--- src/rtl/rrt_pkg.sv ---
// shared types and constants of the round-robin thread table
`default_nettype none
package rrt_pkg;

	localparam int SLOTS   = 64;
	localparam int SLOT_W  = $clog2(SLOTS);
	localparam int CNT_W   = SLOT_W + 1;
	localparam int ID_BITS = 16;

	// fixed port widths
	localparam int OPC_W      = 2;
	localparam int ID_W       = 16;
	localparam int STATUS_W   = 2;
	localparam int SLOT_OUT_W = 6;

	// command queue between front and back
	localparam int QDEPTH = 2;
	localparam int QPTR_W = $clog2(QDEPTH);

	localparam logic [ID_BITS-1:0] ID_RST_SLOT0 = ID_BITS'(1);
	localparam logic [ID_BITS-1:0] ID_RST_NEXT  = ID_BITS'(2);

	typedef enum logic [OPC_W-1:0] {
		OP_CREATE = 2'd0,
		OP_YIELD  = 2'd1,
		OP_EXIT   = 2'd2,
		OP_JOIN   = 2'd3
	} op_t;

	typedef enum logic [STATUS_W-1:0] {
		STS_OK    = 2'd0,
		STS_MISS  = 2'd1,
		STS_WAIT  = 2'd2,
		STS_NORUN = 2'd3
	} status_t;

	typedef enum logic [1:0] {
		SS_UNUSED   = 2'd0,
		SS_RUNNABLE = 2'd1,
		SS_RUNNING  = 2'd2,
		SS_DONE     = 2'd3
	} slot_st_t;

	typedef struct packed {
		op_t                op;
		logic [ID_BITS-1:0] target;
	} cmd_t;

	typedef struct packed {
		status_t                 status;
		logic [ID_W-1:0]         rid;
		logic [SLOT_OUT_W-1:0]   running;
		logic                    switched;
		logic [SLOT_OUT_W-1:0]   previous;
	} result_t;

endpackage
`default_nettype wire

--- src/rtl/rrt_front.sv ---
// command intake stage: accepts and decodes commands toward the queue
`default_nettype none
module rrt_front (
	input  wire logic                        clk,
	input  wire logic                        arst_n,
	input  wire logic                        push,
	input  wire logic [rrt_pkg::OPC_W-1:0]   opcode,
	input  wire logic [rrt_pkg::ID_W-1:0]    target_id,
	output logic                             full,
	output rrt_pkg::cmd_t                    cmd,
	output logic                             cmd_vld,
	input  wire logic                        q_full
);

	rrt_pkg::cmd_t cmd_s1;
	rrt_pkg::cmd_t cmd_dec;
	logic          vld_s1;
	logic          accept;

	always_comb begin
		unique case (opcode)
			2'd0:    cmd_dec.op = rrt_pkg::OP_CREATE;
			2'd1:    cmd_dec.op = rrt_pkg::OP_YIELD;
			2'd2:    cmd_dec.op = rrt_pkg::OP_EXIT;
			default: cmd_dec.op = rrt_pkg::OP_JOIN;
		endcase
		// only join uses the id
		cmd_dec.target = (cmd_dec.op == rrt_pkg::OP_JOIN) ?
			rrt_pkg::ID_BITS'(target_id) : '0;
	end

	assign full   = vld_s1 && q_full;
	assign accept = push && !full;

	always_ff @(posedge clk or negedge arst_n) begin
		if (!arst_n) begin
			vld_s1 <= 1'b0;
		end else if (accept) begin
			vld_s1 <= 1'b1;
		end else if (!q_full) begin
			vld_s1 <= 1'b0;
		end
	end

	always_ff @(posedge clk) begin
		if (accept) begin
			cmd_s1 <= cmd_dec;
		end
	end

	assign cmd     = cmd_s1;
	assign cmd_vld = vld_s1 && !q_full;

endmodule
`default_nettype wire

--- src/rtl/rrt_queue.sv ---
// short command queue between intake and scheduler
`default_nettype none
module rrt_queue (
	input  wire logic          clk,
	input  wire logic          arst_n,
	input  wire logic          wr_en,
	input  wire rrt_pkg::cmd_t wr_cmd,
	output logic               full,
	input  wire logic          rd_en,
	output rrt_pkg::cmd_t      rd_cmd,
	output logic               rd_vld
);

	rrt_pkg::cmd_t                entry_q [rrt_pkg::QDEPTH];
	logic [rrt_pkg::QPTR_W-1:0]   wr_ptr_q;
	logic [rrt_pkg::QPTR_W-1:0]   rd_ptr_q;
	logic [rrt_pkg::QPTR_W:0]     count_q;
	logic                         do_wr;
	logic                         do_rd;

	assign full   = (count_q == (rrt_pkg::QPTR_W+1)'(rrt_pkg::QDEPTH));
	assign rd_vld = (count_q != '0);
	assign do_wr  = wr_en && !full;
	assign do_rd  = rd_en && rd_vld;
	assign rd_cmd = entry_q[rd_ptr_q];

	always_ff @(posedge clk or negedge arst_n) begin
		if (!arst_n) begin
			wr_ptr_q <= '0;
			rd_ptr_q <= '0;
			count_q  <= '0;
		end else begin
			if (do_wr) begin
				wr_ptr_q <= (wr_ptr_q == rrt_pkg::QPTR_W'(rrt_pkg::QDEPTH-1)) ?
					'0 : wr_ptr_q + rrt_pkg::QPTR_W'(1);
			end
			if (do_rd) begin
				rd_ptr_q <= (rd_ptr_q == rrt_pkg::QPTR_W'(rrt_pkg::QDEPTH-1)) ?
					'0 : rd_ptr_q + rrt_pkg::QPTR_W'(1);
			end
			if (do_wr && !do_rd) begin
				count_q <= count_q + (rrt_pkg::QPTR_W+1)'(1);
			end else if (do_rd && !do_wr) begin
				count_q <= count_q - (rrt_pkg::QPTR_W+1)'(1);
			end
		end
	end

	always_ff @(posedge clk) begin
		if (do_wr) begin
			entry_q[wr_ptr_q] <= wr_cmd;
		end
	end

endmodule
`default_nettype wire

--- src/rtl/rrt_back.sv ---
// scheduler engine: slot table, sequential scan and table updates
`default_nettype none
module rrt_back (
	input  wire logic          clk,
	input  wire logic          arst_n,
	input  wire rrt_pkg::cmd_t cmd,
	input  wire logic          cmd_vld,
	output logic               cmd_pop,
	output rrt_pkg::result_t   res,
	output logic               res_vld,
	input  wire logic          res_pop
);

	localparam int SW = rrt_pkg::SLOT_W;
	localparam int CW = rrt_pkg::CNT_W;
	localparam int IW = rrt_pkg::ID_BITS;

	typedef enum logic [8:0] {
		B_IDLE       = 9'b000000001,
		B_EXIT_WR    = 9'b000000010,
		B_SCAN       = 9'b000000100,
		B_DECIDE     = 9'b000001000,
		B_CREATE_WR  = 9'b000010000,
		B_FREE_WR    = 9'b000100000,
		B_DEMOTE_WR  = 9'b001000000,
		B_PROMOTE_WR = 9'b010000000,
		B_EMIT       = 9'b100000000
	} bst_t;

	typedef enum logic [1:0] {
		SC_UNUSED   = 2'd0,
		SC_RUNNABLE = 2'd1,
		SC_ID       = 2'd2
	} scan_t;

	// slot table
	rrt_pkg::slot_st_t  st_mem [rrt_pkg::SLOTS];
	logic [IW-1:0]      id_mem [rrt_pkg::SLOTS];
	logic [rrt_pkg::SLOTS-1:0] st_vld_q;
	logic               id0_wr_q;

	bst_t               state_q;
	rrt_pkg::op_t       op_q;
	logic [IW-1:0]      target_q;
	logic [SW-1:0]      prev_q;
	logic [SW-1:0]      cur_q;
	rrt_pkg::slot_st_t  cur_st_q;
	logic [IW-1:0]      cur_id_q;
	logic [IW-1:0]      next_id_q;
	scan_t              kind_q;
	logic [SW-1:0]      base_q;
	logic [CW-1:0]      cnt_q;
	logic               found_q;
	logic [SW-1:0]      fnd_slot_q;
	rrt_pkg::slot_st_t  fnd_st_q;
	logic [IW-1:0]      fnd_id_q;
	logic               join_wait_q;
	logic               create_ok_q;
	logic [IW-1:0]      new_id_q;
	rrt_pkg::status_t   status_q;
	rrt_pkg::result_t   res_q;
	logic               res_vld_q;

	// read pipeline
	logic               rd_issued_s1;
	logic [SW-1:0]      rd_addr_s1;
	rrt_pkg::slot_st_t  st_rd_s1;
	logic               st_vld_s1;
	logic [IW-1:0]      id_rd_s1;

	logic [CW-1:0]      addr_sum;
	logic [SW-1:0]      rd_addr;
	logic [SW-1:0]      yield_base;
	rrt_pkg::slot_st_t  st_eff;
	logic [IW-1:0]      id_eff;
	logic               match;
	logic               hit;
	logic               issue;
	logic               scan_end;
	logic               res_load;

	logic               st_we;
	logic               id_we;
	logic [SW-1:0]      wr_addr;
	rrt_pkg::slot_st_t  st_wdata;

	assign addr_sum   = {1'b0, base_q} + cnt_q;
	assign rd_addr    = (addr_sum >= CW'(rrt_pkg::SLOTS)) ?
		SW'(addr_sum - CW'(rrt_pkg::SLOTS)) : SW'(addr_sum);
	assign yield_base = (cur_q == SW'(rrt_pkg::SLOTS-1)) ? '0 : cur_q + SW'(1);

	// unwritten entries read as their reset contents
	always_comb begin
		if (st_vld_s1) begin
			st_eff = st_rd_s1;
		end else if (rd_addr_s1 == '0) begin
			st_eff = rrt_pkg::SS_RUNNING;
		end else begin
			st_eff = rrt_pkg::SS_UNUSED;
		end
		id_eff = (rd_addr_s1 == '0 && !id0_wr_q) ? rrt_pkg::ID_RST_SLOT0 : id_rd_s1;
		case (kind_q)
			SC_UNUSED:   match = (st_eff == rrt_pkg::SS_UNUSED);
			SC_RUNNABLE: match = (st_eff == rrt_pkg::SS_RUNNABLE);
			SC_ID:       match = (st_eff != rrt_pkg::SS_UNUSED) && (id_eff == target_q);
			default:     match = 1'b0;
		endcase
	end

	assign hit      = (state_q == B_SCAN) && rd_issued_s1 && match;
	assign issue    = (state_q == B_SCAN) && !hit && (cnt_q != CW'(rrt_pkg::SLOTS));
	assign scan_end = (state_q == B_SCAN) && !hit && !issue && !rd_issued_s1;
	assign cmd_pop  = (state_q == B_IDLE) && cmd_vld;
	assign res_load = (state_q == B_EMIT) && (!res_vld_q || res_pop);

	// table write port
	always_comb begin
		st_we    = 1'b0;
		id_we    = 1'b0;
		wr_addr  = fnd_slot_q;
		st_wdata = rrt_pkg::SS_RUNNING;
		unique case (state_q)
			B_EXIT_WR: begin
				st_we    = 1'b1;
				wr_addr  = cur_q;
				st_wdata = rrt_pkg::SS_DONE;
			end
			B_CREATE_WR: begin
				st_we    = 1'b1;
				id_we    = 1'b1;
				st_wdata = rrt_pkg::SS_RUNNABLE;
			end
			B_FREE_WR: begin
				st_we    = 1'b1;
				st_wdata = rrt_pkg::SS_UNUSED;
			end
			B_DEMOTE_WR: begin
				st_we    = (cur_st_q == rrt_pkg::SS_RUNNING);
				wr_addr  = cur_q;
				st_wdata = rrt_pkg::SS_RUNNABLE;
			end
			B_PROMOTE_WR: begin
				st_we    = 1'b1;
				st_wdata = rrt_pkg::SS_RUNNING;
			end
			default: begin
			end
		endcase
	end

	always_ff @(posedge clk) begin
		if (st_we) begin
			st_mem[wr_addr] <= st_wdata;
		end
		if (id_we) begin
			id_mem[wr_addr] <= next_id_q;
		end
		st_rd_s1   <= st_mem[rd_addr];
		id_rd_s1   <= id_mem[rd_addr];
		st_vld_s1  <= st_vld_q[rd_addr];
		rd_addr_s1 <= rd_addr;
	end

	always_ff @(posedge clk or negedge arst_n) begin
		if (!arst_n) begin
			state_q      <= B_IDLE;
			st_vld_q     <= '0;
			id0_wr_q     <= 1'b0;
			cur_q        <= '0;
			cur_st_q     <= rrt_pkg::SS_RUNNING;
			cur_id_q     <= rrt_pkg::ID_RST_SLOT0;
			next_id_q    <= rrt_pkg::ID_RST_NEXT;
			cnt_q        <= '0;
			rd_issued_s1 <= 1'b0;
			res_vld_q    <= 1'b0;
			op_q         <= rrt_pkg::OP_CREATE;
			target_q     <= '0;
			prev_q       <= '0;
			kind_q       <= SC_UNUSED;
			base_q       <= '0;
			found_q      <= 1'b0;
			fnd_slot_q   <= '0;
			fnd_st_q     <= rrt_pkg::SS_UNUSED;
			fnd_id_q     <= '0;
			join_wait_q  <= 1'b0;
			create_ok_q  <= 1'b0;
			new_id_q     <= '0;
			status_q     <= rrt_pkg::STS_OK;
			res_q        <= '0;
		end else begin
			if (st_we) begin
				st_vld_q[wr_addr] <= 1'b1;
			end
			if (id_we && wr_addr == '0) begin
				id0_wr_q <= 1'b1;
			end
			rd_issued_s1 <= issue;
			if (issue) begin
				cnt_q <= cnt_q + CW'(1);
			end
			if (res_load) begin
				res_vld_q <= 1'b1;
				res_q.status   <= status_q;
				res_q.rid      <= rrt_pkg::ID_W'(create_ok_q ? new_id_q : cur_id_q);
				res_q.running  <= rrt_pkg::SLOT_OUT_W'(cur_q);
				res_q.switched <= (cur_q != prev_q);
				res_q.previous <= rrt_pkg::SLOT_OUT_W'(prev_q);
			end else if (res_pop) begin
				res_vld_q <= 1'b0;
			end

			unique case (state_q)
				B_IDLE: begin
					if (cmd_vld) begin
						op_q        <= cmd.op;
						target_q    <= cmd.target;
						prev_q      <= cur_q;
						join_wait_q <= 1'b0;
						create_ok_q <= 1'b0;
						cnt_q       <= '0;
						case (cmd.op)
							rrt_pkg::OP_EXIT: begin
								state_q <= B_EXIT_WR;
							end
							rrt_pkg::OP_YIELD: begin
								kind_q  <= SC_RUNNABLE;
								base_q  <= yield_base;
								state_q <= B_SCAN;
							end
							rrt_pkg::OP_CREATE: begin
								kind_q  <= SC_UNUSED;
								base_q  <= '0;
								state_q <= B_SCAN;
							end
							default: begin
								kind_q  <= SC_ID;
								base_q  <= '0;
								state_q <= B_SCAN;
							end
						endcase
					end
				end
				B_EXIT_WR: begin
					cur_st_q <= rrt_pkg::SS_DONE;
					kind_q   <= SC_RUNNABLE;
					base_q   <= yield_base;
					cnt_q    <= '0;
					state_q  <= B_SCAN;
				end
				B_SCAN: begin
					if (hit) begin
						found_q    <= 1'b1;
						fnd_slot_q <= rd_addr_s1;
						fnd_st_q   <= st_eff;
						fnd_id_q   <= id_eff;
						state_q    <= B_DECIDE;
					end else if (scan_end) begin
						found_q <= 1'b0;
						state_q <= B_DECIDE;
					end
				end
				B_DECIDE: begin
					if (op_q == rrt_pkg::OP_CREATE) begin
						if (found_q) begin
							state_q <= B_CREATE_WR;
						end else begin
							status_q <= rrt_pkg::STS_MISS;
							state_q  <= B_EMIT;
						end
					end else if (op_q == rrt_pkg::OP_JOIN && !join_wait_q) begin
						if (!found_q) begin
							status_q <= rrt_pkg::STS_MISS;
							state_q  <= B_EMIT;
						end else if (fnd_st_q == rrt_pkg::SS_DONE) begin
							state_q <= B_FREE_WR;
						end else begin
							// target still alive: give up the cpu and report waiting
							join_wait_q <= 1'b1;
							kind_q      <= SC_RUNNABLE;
							base_q      <= yield_base;
							cnt_q       <= '0;
							state_q     <= B_SCAN;
						end
					end else if (found_q) begin
						state_q <= B_DEMOTE_WR;
					end else begin
						status_q <= join_wait_q ? rrt_pkg::STS_WAIT : rrt_pkg::STS_NORUN;
						state_q  <= B_EMIT;
					end
				end
				B_CREATE_WR: begin
					if (fnd_slot_q == cur_q) begin
						cur_st_q <= rrt_pkg::SS_RUNNABLE;
						cur_id_q <= next_id_q;
					end
					new_id_q    <= next_id_q;
					next_id_q   <= next_id_q + IW'(1);
					create_ok_q <= 1'b1;
					status_q    <= rrt_pkg::STS_OK;
					state_q     <= B_EMIT;
				end
				B_FREE_WR: begin
					if (fnd_slot_q == cur_q) begin
						cur_st_q <= rrt_pkg::SS_UNUSED;
					end
					status_q <= rrt_pkg::STS_OK;
					state_q  <= B_EMIT;
				end
				B_DEMOTE_WR: begin
					state_q <= B_PROMOTE_WR;
				end
				B_PROMOTE_WR: begin
					cur_q    <= fnd_slot_q;
					cur_st_q <= rrt_pkg::SS_RUNNING;
					cur_id_q <= fnd_id_q;
					status_q <= join_wait_q ? rrt_pkg::STS_WAIT : rrt_pkg::STS_OK;
					state_q  <= B_EMIT;
				end
				B_EMIT: begin
					if (res_load) begin
						state_q <= B_IDLE;
					end
				end
				default: begin
					state_q <= B_IDLE;
				end
			endcase
		end
	end

	assign res     = res_q;
	assign res_vld = res_vld_q;

endmodule
`default_nettype wire

--- src/rtl/round_robin_thread_table.sv ---
// top level of the round-robin thread table scheduler
// a scan of the slot table visits one slot per cycle
// throughput: one transaction at a time in the scheduler, whose slot table has a
//   single read port; three more commands buffer in the intake stage and queue
// reset: arst_n clears all control at once; the slot table uses per-slot valid bits,
//   so no clearing pass is needed and commands are taken right after reset
`default_nettype none
module round_robin_thread_table (
	input  wire logic                             clk,
	input  wire logic                             arst_n,
	// command side
	input  wire logic                             push,
	output logic                                  full,
	input  wire logic [rrt_pkg::OPC_W-1:0]        opcode,
	input  wire logic [rrt_pkg::ID_W-1:0]         target_id,
	// result side
	output logic                                  empty,
	input  wire logic                             pop,
	output logic [rrt_pkg::STATUS_W-1:0]          status,
	output logic [rrt_pkg::ID_W-1:0]              result_id,
	output logic [rrt_pkg::SLOT_OUT_W-1:0]        running_slot,
	output logic                                  switched,
	output logic [rrt_pkg::SLOT_OUT_W-1:0]        previous_slot
);

	// intake to queue
	rrt_pkg::cmd_t    fr_cmd;
	logic             fr_vld;
	logic             q_full;

	// queue to scheduler
	rrt_pkg::cmd_t    q_cmd;
	logic             q_vld;
	logic             q_pop;

	// scheduler result register
	rrt_pkg::result_t res;
	logic             res_vld;

	// intake: registers the transaction and decodes the opcode
	rrt_front u_front (
		.clk       (clk),
		.arst_n    (arst_n),
		.push      (push),
		.opcode    (opcode),
		.target_id (target_id),
		.full      (full),
		.cmd       (fr_cmd),
		.cmd_vld   (fr_vld),
		.q_full    (q_full)
	);

	// decoupling queue so intake keeps accepting while the scheduler scans
	rrt_queue u_queue (
		.clk    (clk),
		.arst_n (arst_n),
		.wr_en  (fr_vld),
		.wr_cmd (fr_cmd),
		.full   (q_full),
		.rd_en  (q_pop),
		.rd_cmd (q_cmd),
		.rd_vld (q_vld)
	);

	// scheduler: owns the slot table, scans it and applies the updates;
	// the result register lets a finished result wait while the next
	// command is already being taken
	rrt_back u_back (
		.clk     (clk),
		.arst_n  (arst_n),
		.cmd     (q_cmd),
		.cmd_vld (q_vld),
		.cmd_pop (q_pop),
		.res     (res),
		.res_vld (res_vld),
		.res_pop (pop)
	);

	// result side looks like the read end of a queue
	assign empty         = !res_vld;
	assign status        = res.status;
	assign result_id     = res.rid;
	assign running_slot  = res.running;
	assign switched      = res.switched;
	assign previous_slot = res.previous;

endmodule
`default_nettype wire

--- config.mk ---
export PLATFORM = sky130hd
export DESIGN_NAME = round_robin_thread_table
export DESIGN_NICKNAME = d
export VERILOG_FILES = /design/src/rtl/rrt_pkg.sv /design/src/rtl/rrt_front.sv /design/src/rtl/rrt_queue.sv /design/src/rtl/rrt_back.sv /design/src/rtl/round_robin_thread_table.sv
export SDC_FILE = /design/constraint.sdc
export NUM_CORES = 1
export LEC_CHECK = 0
export BUFFER_PORTS_ARGS = -buffer_cell sky130_fd_sc_hd__clkbuf_2
export CAP_MARGIN = 5
export CORE_MARGIN = 2
export CORE_UTILIZATION = 30
export DETAILED_ROUTE_END_ITERATION = 10
export GPL_ROUTABILITY_DRIVEN = 0
export PLACE_DENSITY = 0.43
export SLEW_MARGIN = 15
export SYNTH_ARGS = -nofsm -noshare
export SYNTH_HDL_FRONTEND = slang
export SYNTH_SLANG_ARGS = --single-unit
--- constraint.sdc ---
create_clock -name clk -period 4.79 [get_ports clk]
set_input_delay 0 -clock clk [delete_from_list [all_inputs] [get_ports clk]]
set_output_delay 0 -clock clk [all_outputs]
set_load 0.02 [all_outputs]
== Word level (Yosys, flattened, before mapping) ==
Memory sizes are Yosys's and may differ from the RTL's. A register that Yosys moved wholly into a read port is not among the register bits.
Cells that the tools add are included.

* Bits in registers: 261
* Memory bits (writable): 1188
* Output and inout bits: 33
* Word-level logic and storage cells: 239
* Memories: 3

{| class="wikitable"
|+ Memories
! name !! words !! width !! read ports !! clocked after Yosys merged registers in !! write ports !! RTL line !! RTL
|-
| u_back.id_mem || 64 || 16 || 1 || 1 || 1 || rrt_back.sv:38 || <nowiki>logic [IW-1:0] id_mem [rrt_pkg::SLOTS];</nowiki>
|-
| u_back.st_mem || 64 || 2 || 1 || 1 || 1 || rrt_back.sv:37 || <nowiki>rrt_pkg::slot_st_t st_mem [rrt_pkg::SLOTS];</nowiki>
|-
| u_queue.entry_q || 2 || 18 || 1 || 0 || 1 || rrt_queue.sv:14 || <nowiki>rrt_pkg::cmd_t entry_q [rrt_pkg::QDEPTH];</nowiki>
|}

* Add/subtract/negate cells: 9
* Magnitude comparators: 4
* Equal/unequal tests: 38
* Mux-type cells: 84
* Bitwise logic cells: 1
* Reduce and logical (&&, ||, !) cells: 64

{| class="wikitable"
|+ Operators with widths
! kind !! count
|-
| two-way mux 9 bit || 9
|-
| bitwise OR 64 bit || 1
|-
| case mux 9 bit (7 select lines) || 1
|-
| two-way mux 6 bit || 9
|-
| two-way mux 16 bit || 3
|-
| two-way mux 7 bit || 6
|-
| two-way mux 2 bit || 16
|-
| case mux 16 bit (2 select lines) || 1
|-
| case mux 2 bit (3 select lines) || 5
|-
| two-way mux 1 bit || 23
|-
| case mux 7 bit (3 select lines) || 1
|-
| logical AND 1 bit || 20
|-
| case mux 6 bit (3 select lines) || 1
|-
| adder 16 x 1 -> 16 bit, second input constant || 1
|-
| == test 16 bit || 1
|-
| == test 2 bit, second input constant || 8
|-
| nonzero test 2 bit || 8
|-
| < comparator 6 x 7 -> 1 bit, second input constant || 2
|-
| zero test 6 bit || 2
|-
| != test 2 x 1 -> 1 bit, second input constant || 6
|-
| case mux 6 bit (2 select lines) || 1
|-
| AND reduction 2 bit || 6
|-
| zero test 1 bit || 10
|-
| zero test 2 bit || 5
|-
| 41 further kinds || 54
|}

== Longest topological paths before layout ==
Gate-level depths: netlist of run 1.

* Depth in word-level cells: 16
* Gate-level depth with buffers: 11

== Modules after synthesis ==
Synthesis of run 1 repeated with hierarchy kept, for this count alone.

* Cells, all modules: 3030
* Area total of the unflattened synthesis: 58139.5 um^2

{| class="wikitable"
|+ Modules (own cells, without submodules)
! module !! instances !! cells an instance !! area each (um^2) !! seq. area each (um^2)
|-
| rrt_back || 1 || 2911 || 55859.8 || 40879.2
|-
| rrt_queue || 1 || 75 || 1549.0 || 1181.1
|-
| rrt_front || 1 || 43 || 726.9 || 565.5
|-
| round_robin_thread_table || 1 || 1 || 3.8 || 0.0
|}

== Worst setup path after synthesis of run 1 ==
No wires, ideal clock.

* Path type: register to register
* Start point: register u_back.state_q[5]
* End point: memory u_back.id_mem[0][0] in the netlist's numbering (enable)
* Library setup time: 0.389 ns
* Arrival time: 3.086 ns
* Required time: 4.401 ns
* Slack: 1.315 ns
* Stages on the path, launching flop included: 10
* Clock period less this slack: 3.475 ns
* Cells stage by stage: dfrtp_1 buf_2 or3_4 or4_1 clkbuf_1 buf_6 buf_4 o31ai_4 nand2_1 nor2_1

* Longest elaborated chain between the ends: 4

{| class="wikitable"
|+ RTL lines
! element !! RTL line !! RTL
|-
| start: declaration || rrt_back.sv:42 || <nowiki>bst_t state_q;</nowiki>
|-
| start signal: assignment || rrt_back.sv:166 || <nowiki>state_q <= B_IDLE;</nowiki>
|-
| start signal: assignment || rrt_back.sv:223 || <nowiki>state_q <= B_EXIT_WR;</nowiki>
|-
| start signal: assignment || rrt_back.sv:228 || <nowiki>state_q <= B_SCAN;</nowiki>
|-
| == test 9 x 5 -> 1 bit || rrt_back.sv:122 || <nowiki>unique case (state_q)</nowiki>
|-
| two-way mux 1 bit || rrt_back.sv:122 ||
|-
| two-way mux 1 bit || rrt_back.sv:155 || <nowiki>if (id_we) begin</nowiki>
|-
| two-way mux 1 bit (implied by the code) || rrt_back.sv:156 || <nowiki>id_mem[wr_addr] <= next_id_q;</nowiki>
|-
| end: declaration || rrt_back.sv:38 ||
|}

Parallel ways exist; a longest one is shown, timed or not.

== Worst setup path in the final report of run 1 ==
* Start point: register u_back.cnt_q[0]
* End point: register u_back.id_rd_s1[4], read port of u_back.id_mem

* Longest elaborated chain between the ends: 3

{| class="wikitable"
|+ RTL lines
! element !! RTL line !! RTL
|-
| start: declaration || rrt_back.sv:52 || <nowiki>logic [CW-1:0] cnt_q;</nowiki>
|-
| start signal: assignment || rrt_back.sv:199 || <nowiki>cnt_q <= cnt_q + CW'(1);</nowiki>
|-
| adder 6 x 7 -> 7 bit * || rrt_back.sv:87 || <nowiki>assign addr_sum = {1'b0, base_q} + cnt_q;</nowiki>
|-
| via u_back.addr_sum[1] || rrt_back.sv:71 || <nowiki>logic [CW-1:0] addr_sum;</nowiki>
|-
| subtractor 6 x 1 -> 6 bit / >= comparator 7 bit (equally long branches) || rrt_back.sv:89, rrt_back.sv:88 ||
|-
| two-way mux 6 bit * || rrt_back.sv:88 || <nowiki>assign rd_addr = (addr_sum >= CW'(rrt_pkg::SLOTS)) ?</nowiki>
|-
| end: declaration || rrt_back.sv:69 || <nowiki>logic [IW-1:0] id_rd_s1;</nowiki>
|}

Mark *: on every way through the listed nets, which the timed path passes. The rest lies on a longest branch.
A chain may end at the register's enable or synchronous reset.

==> results of run 1 <==
-- worst max-delay path by stage --
stage / startpoint / to
after floorplan: u_back.state_q[5] / u_back.id_mem[0][0]
after global placement: u_back.cnt_q[0] / u_back.id_rd_s1[4]
after detailed placement: u_back.cnt_q[0] / u_back.id_rd_s1[4]
after CTS: u_back.cnt_q[0] / u_back.id_rd_s1[4]
after global routing: u_back.cnt_q[0] / u_back.id_rd_s1[4]
final: u_back.cnt_q[0] / u_back.id_rd_s1[4]
-- registers in the layout, summed over array words and instances, names as in the netlist, 18 cells and up --
register / count
u_front.cmd: 18
u_back.res: 31
u_queue.entry_q: 36
u_back.st_vld_q: 64
u_back.id_mem: 1024
u_back.st_mem: 128
-- metrics by stage --
stage / worst slack, ns / hold WS [ns] / utilization (%) / instance area, um2 / instances
after floorplan: 1.32 / -0.296 / - / 57500 / 2924
after global placement: 0.386 / 0.108 / 32.5 / 62000 / 5497
after detailed placement: 0.354 / 0.113 / 32.5 / 62000 / 5497
after CTS: 0.349 / 0.127 / 35.5 / 67600 / 5832
after global routing: 0.401 / 0.216 / 35.5 / 67600 / 5833
final: 0.523 / 0.217 / 35.5 / 67600 / 5838
-- area by class of cell --
| type | instances | area share, % |
|---|---|---|
| clock inverter | 73 | 1.10 |
| inverter | 25 | 0.139 |
| timing repair buffer | 251 | 3.05 |
| clock buffer | 222 | 6.62 |
| multi-input combinational | 1283 | 21.3 |
| sequential | 1467 | 63.1 |
| tap | 2511 | 4.65 |
| antenna | 6 | 0.0222 |
-- Yosys cell counts, drive strengths merged (16+ instances only) --
cell type	n	area (um2)
a211oi	20	150
a21oi	58	302
and3	23	144
buf	60	275
clkbuf	89	335
dfrtp	232	5810
dfxtp	25	500
edfxtp	1206	36200
inv	25	93.8
mux2	49	556
mux2i	72	721
mux4	380	8560
nand2	138	556
nand3	20	100
nor2	182	693
nor2b	26	163
o21ai	63	327
o31ai	16	134
or2	68	425
xnor2	29	254
xor2	20	175
-- logic make-up (layout without fill, tap and decap cells) --
family                   after synthesis  count (layout)  share of synthesized area (%)
AO/OA/AOI/OAI                        189             189                           2.03
XOR/XNOR                              49              49                          0.746
adder cells (fa/ha/maj)               11              11                          0.252
flip-flops                          1467            1467                           74.1
multiplexers                         501             501                           17.1
buffers and inverters                174             571                           1.22
AND/OR/NAND/NOR                      533             533                           4.54
other                                  0               6                              0
-- routing by layer --
layer | track usage [%] | up-vias | wire length [um]
met3 | 3.68 | 225 | 10200
met4 | 5.73 | 0 | 5340
met2 | 25.9 | 934 | 75300
li1 | - | 12300 | -
met1 | 22.4 | 15600 | 69900
met5 | 0 | - | 0
-- report_power, final --
part | internal (uW) | switching (uW)
clock network | 7150 | 5080
logic | 2650 | 3870
registers | 14100 | 472
-- tightest hold or removal path, cell delays in order --
cell and delay (ns):
dlygate4sd3_1 0.53, clkbuf_2 0.10, nand2b_1 0.26, nand2_1 0.08
-- repair_timing --
| action | in CTS | in global routing |
|---|---|---|
| hold endpoints to repair | 191 | 0 |
| hold buffers | 40 | 0 |
| setup buffers | 0 | 0 |
==> results.cfg, run 1 <==
[drt]
ant_nets = 0
dr.pass1.iters = 5
wl_um = 161000
viasPerCell = 4.97
vias = 29000
drc = 0
wl_per_cell_um = 27.5
initialDrtViolationCount = 2751

[clock_network]
ctsResizeCount = 0
cts_sinks = 1467
clkLatencyLatePin_ns = 0.81
path_clk_slew_ns = 0.06
cts_tree = done
cts_root_buffer = clkbuf_16
clock_path_buffers = 3
cts-htree-levels = 4
numCtsBuffers = 158

[setup_path]
crit_fanout = 68
r2r-end = u_back.id_rd_s1[4]
crit_top_cell = mux4_2
worstSetupStartpointType = register
cpPeakStageDelay_ns = 1.01
r2r_cells = 8
worstPathArrival_ns = 4.91
cp_data_required_time_ns = 5.43
setup.worst_path.end_class = register
path_depth = 8
timing.rr.start = u_back.cnt_q[0]
path_delay_family = adder cells
cp_slowest_cell = fa_4
path_cells = ha_4, fa_4, buf_12, mux4_2, mux4_2, nor2b_1, a211oi_1, a21oi_1
reg2reg_slack_ns = 0.52
path_class = register to register
critical_path_buf_inv_count = 1

[synthesis]
synth_nets = 2957
ys_async_sr_fraction_pct = 16.1
synthDistinctLibCells = 74
syn_inst = 2924
synth_flop_cell = edfxtp_1
synth_seq_cells = 1467
synth_edf_count = 1206
synth.yosys.warnings = 0
synth.avg_cell_area_um2 = 19.7
seq_area_frac_synth_pct = 74.1
synthesis.area_um2 = 57500

[power]
power.total_uw = 33300
vdd_drop_max_mv = 0.392
cellPowerDensity_nw_per_um2 = 493
leakagePower_uw = 0.0213

[sta]
finalClockSkew_ns = 0.0320
fin_tns_setup_ns = 0
fin_crit_ns = 4.27
fmax_mhz = 234
maxSlewViolCount = 0
rsz0062_at_grt = no
hold_viol_final = 0
slew_headroom_pct = 25.2
worstMarginPinSlew_ns = 1.12
setup_viol = 0
finalCritPeriodShare_pct = 89.1

[run]
cap_violations = 0

[grt]
grt_first_pass_wirelength_um = 229000
grt_util_all_layers_pct = 16.4
grt.overflow.total = 0
first_global_vias = 30400
antenna_found_initial = 15
grt_max_degree = 98

[die]
core_um2 = 190000
start_util_pct = 30.2
chipHeight_um = 442
rows = 160
die_x_um = 442
ios = 55
dieArea_um2 = 195000

[cells_and_area]
final_common_cell = edfxtp_1
seq_area_um2 = 42600
drive_gt1_share_pct = 30.3
finalNetCount = 3219
fillers = 17600
area_delta_synth_final_pct = 17.6
multi_input_area_um2 = 14400
layout_common_cells = edfxtp_1, mux4_2, dfrtp_1, clkbuf_16, buf_4

[outcome]
status = complete, no violations

[worst_hold_path]
worstHoldEndpoint = u_back.res_vld
hold_path.class = primary input to register
min_path_cells = 4
worstHoldStart = pop

[placement]
place_hpwl_um = 101000
portBuffers = 54
No activity file was read; power rests on OpenSTA's default activity.
==> inputs of run 2 (changes only) <==
--- a/config.mk
+++ b/config.mk
@@ -12,5 +12,5 @@
 export DETAILED_ROUTE_END_ITERATION = 10
 export GPL_ROUTABILITY_DRIVEN = 0
-export PLACE_DENSITY = 0.43
+export PLACE_DENSITY = 0.52
 export SLEW_MARGIN = 15
 export SYNTH_ARGS = -nofsm -noshare
==> constraint.sdc (replaced) <==
create_clock -name clk -period 4.79 [get_ports clk]
set_input_delay 0 -clock clk [delete_from_list [all_inputs] [get_ports clk]]
set_output_delay 0 -clock clk [all_outputs]
set_load 0.005 [all_outputs]
==> run 2 against run 1 <==
  * Wire length shrank 6.0%
  * Maximum frequency is 3.5% higher
  * Clock power fell by 7%
  * Sequential share of layout area grew 0.34 points
  * Final area decreased by 0.48%
  * Sequential power about the same
  * Non-clock buffer count up 2
  * Die area unchanged
  * Power fell by 3.3%
==> results.cfg, run 2 (synthesized netlist as in run 1, its figures left out) <==
[cells_and_area]
finalNetCount = 3219
reg_top3 = u_back.id_mem: 1024 flops, u_back.st_mem: 128 flops, u_back.st_vld_q: 64 flops
regMostFlops = u_back.id_mem
utilization_pct = 35.3
final_common_cell = edfxtp_1
area_delta_synth_final_pct = 17.0
drive_gt1_share_pct = 29.5
layout_common_cells = edfxtp_1, mux4_2, dfrtp_1, clkbuf_16, buf_4
final_area_um2 = 67300
largest_reg_flops = 1024

[sta]
rsz0062_at_grt = no
fmax_mhz = 243
finalCritPeriodShare_pct = 86.0
finalClockSkew_ns = 0.0245
setup_viol = 0
setup_ws_ns = 0.669
holdWs_ns = 0.165
fin_tns_setup_ns = 0
hold_viol_final = 0
slew_headroom_pct = 24.1
maxSlewViolCount = 0
worstMarginPinSlew_ns = 1.14
fin_crit_ns = 4.12

[run]
cap_violations = 0

[drt]
wirelength_met1_um = 65800
wl_per_cell_um = 25.9
wl_met3_um = 8960
ant_nets = 0
initialDrtViolationCount = 2689
top_layer = met4
wl_um = 151000
vias = 28800
viasPerCell = 4.95
drc = 0
dr.pass1.iters = 5
wl_met2_um = 73800

[die]
start_util_pct = 30.2
core_um2 = 190000
ios = 55
dieArea_um2 = 195000
rows = 160
chipHeight_um = 442
die_x_um = 442

[clock_network]
clkLatencyLatePin_ns = 0.78
cts-htree-levels = 4
numCtsBuffers = 156
cts_sinks = 1467
clock_path_buffers = 3
path_clk_slew_ns = 0.06
cts_tree = done
cts_root_buffer = clkbuf_16

[grt]
grt.overflow.total = 0
grt_first_pass_wirelength_um = 219000
grt_max_degree = 113
grt_util_all_layers_pct = 15.4
first_global_vias = 29500
antenna_found_initial = 2

[outcome]
status = complete, no violations

[setup_path]
worstSetupStartpointType = register
startpoint = u_back.cnt_q[0]
cp_data_required_time_ns = 5.42
setup.worst_path.end_class = register
path_class = register to register
worstPathArrival_ns = 4.75
timing.rr.start = u_back.cnt_q[0]
crit_fanout = 50

[placement]
postPlaceCellArea_um2 = 62100
pre_cts_ws_ns = 0.631
place_hpwl_um = 93300
portBuffers = 54

[power]
leakagePower_uw = 0.0210
cellPowerDensity_nw_per_um2 = 479
vdd_drop_max_mv = 0.376

[worst_hold_path]
hold_path.class = primary input to register
worstHoldStart = pop
## run 2: changes by cell type in the layout (fill, tap and decap cells not counted), sizes merged
cell / delta
clkbuf: -4
bufinv: -5
inv: -3
diode: -5
buf: +2
## run 2: what timing repair did
action	CTS	global route
resized for setup	0	0
hold buffers	40	0
setup buffers	0	0
endpoints found under the hold margin	148	0
## run 2: layout make-up
type	count	area [um2]
Fill cell	17700	123000
Timing Repair Buffer	253	2150
Tap cell	2511	3140
Multi-Input combinational cell	1283	14500
Inverter	25	93.8
Clock buffer	218	4270
Clock inverter	65	497
Sequential cell	1467	42700
Antenna cell	1	2.50
## run 2: through the flow
| stage | instances | power [uW] |
|---|---|---|
| finish | 5823 | 32300 |
| global route | 5822 | 33500 |
| CTS | 5822 | 32700 |
| detailed placement | 5499 | 21200 |
| global placement | 5499 | 21200 |
| floorplan | 2924 | 18900 |
## run 2: power breakdown
part | leakage (uW) | total, uW | switching (uW) | internal, uW
Combinational | 0.00550 | 6290 | 3520 | 2760
Clock | 0.00232 | 11400 | 4870 | 6530
Sequential | 0.0132 | 14600 | 440 | 14100
## run 2: final timing paths
check                                             end  slack, ns  depth (start not counted)
worst max-delay path              u_back.id_rd_s1[15]       0.67                          8
worst min-delay path                   u_back.res_vld       0.17                          4
worst max register to register    u_back.id_rd_s1[15]       0.67                          8
worst min register to register  u_queue.entry_q[0][8]       0.45                          0
max in group asynchronous        u_back.next_id_q[15]       3.75                          4
min in group asynchronous          u_back.cur_id_q[0]       0.35                          3
## run 2: worst max-delay path, cell delays in order, from the launching register on
cell and delay (ns):
dfrtp_1 0.44, ha_4 0.20, fa_4 1.10, buf_12 0.37, buf_12 0.23, mux4_2 0.36
mux4_2 0.57, mux2i_1 0.46, a21oi_1 0.17
## run 2: metal layers
layer | track usage (%) | vias to the layer above
met5 | 0 | -
met4 | 3.13 | 0
met3 | 2.79 | 169
met2 | 25.3 | 854
met1 | 21.4 | 15500
li1 | - | 12200
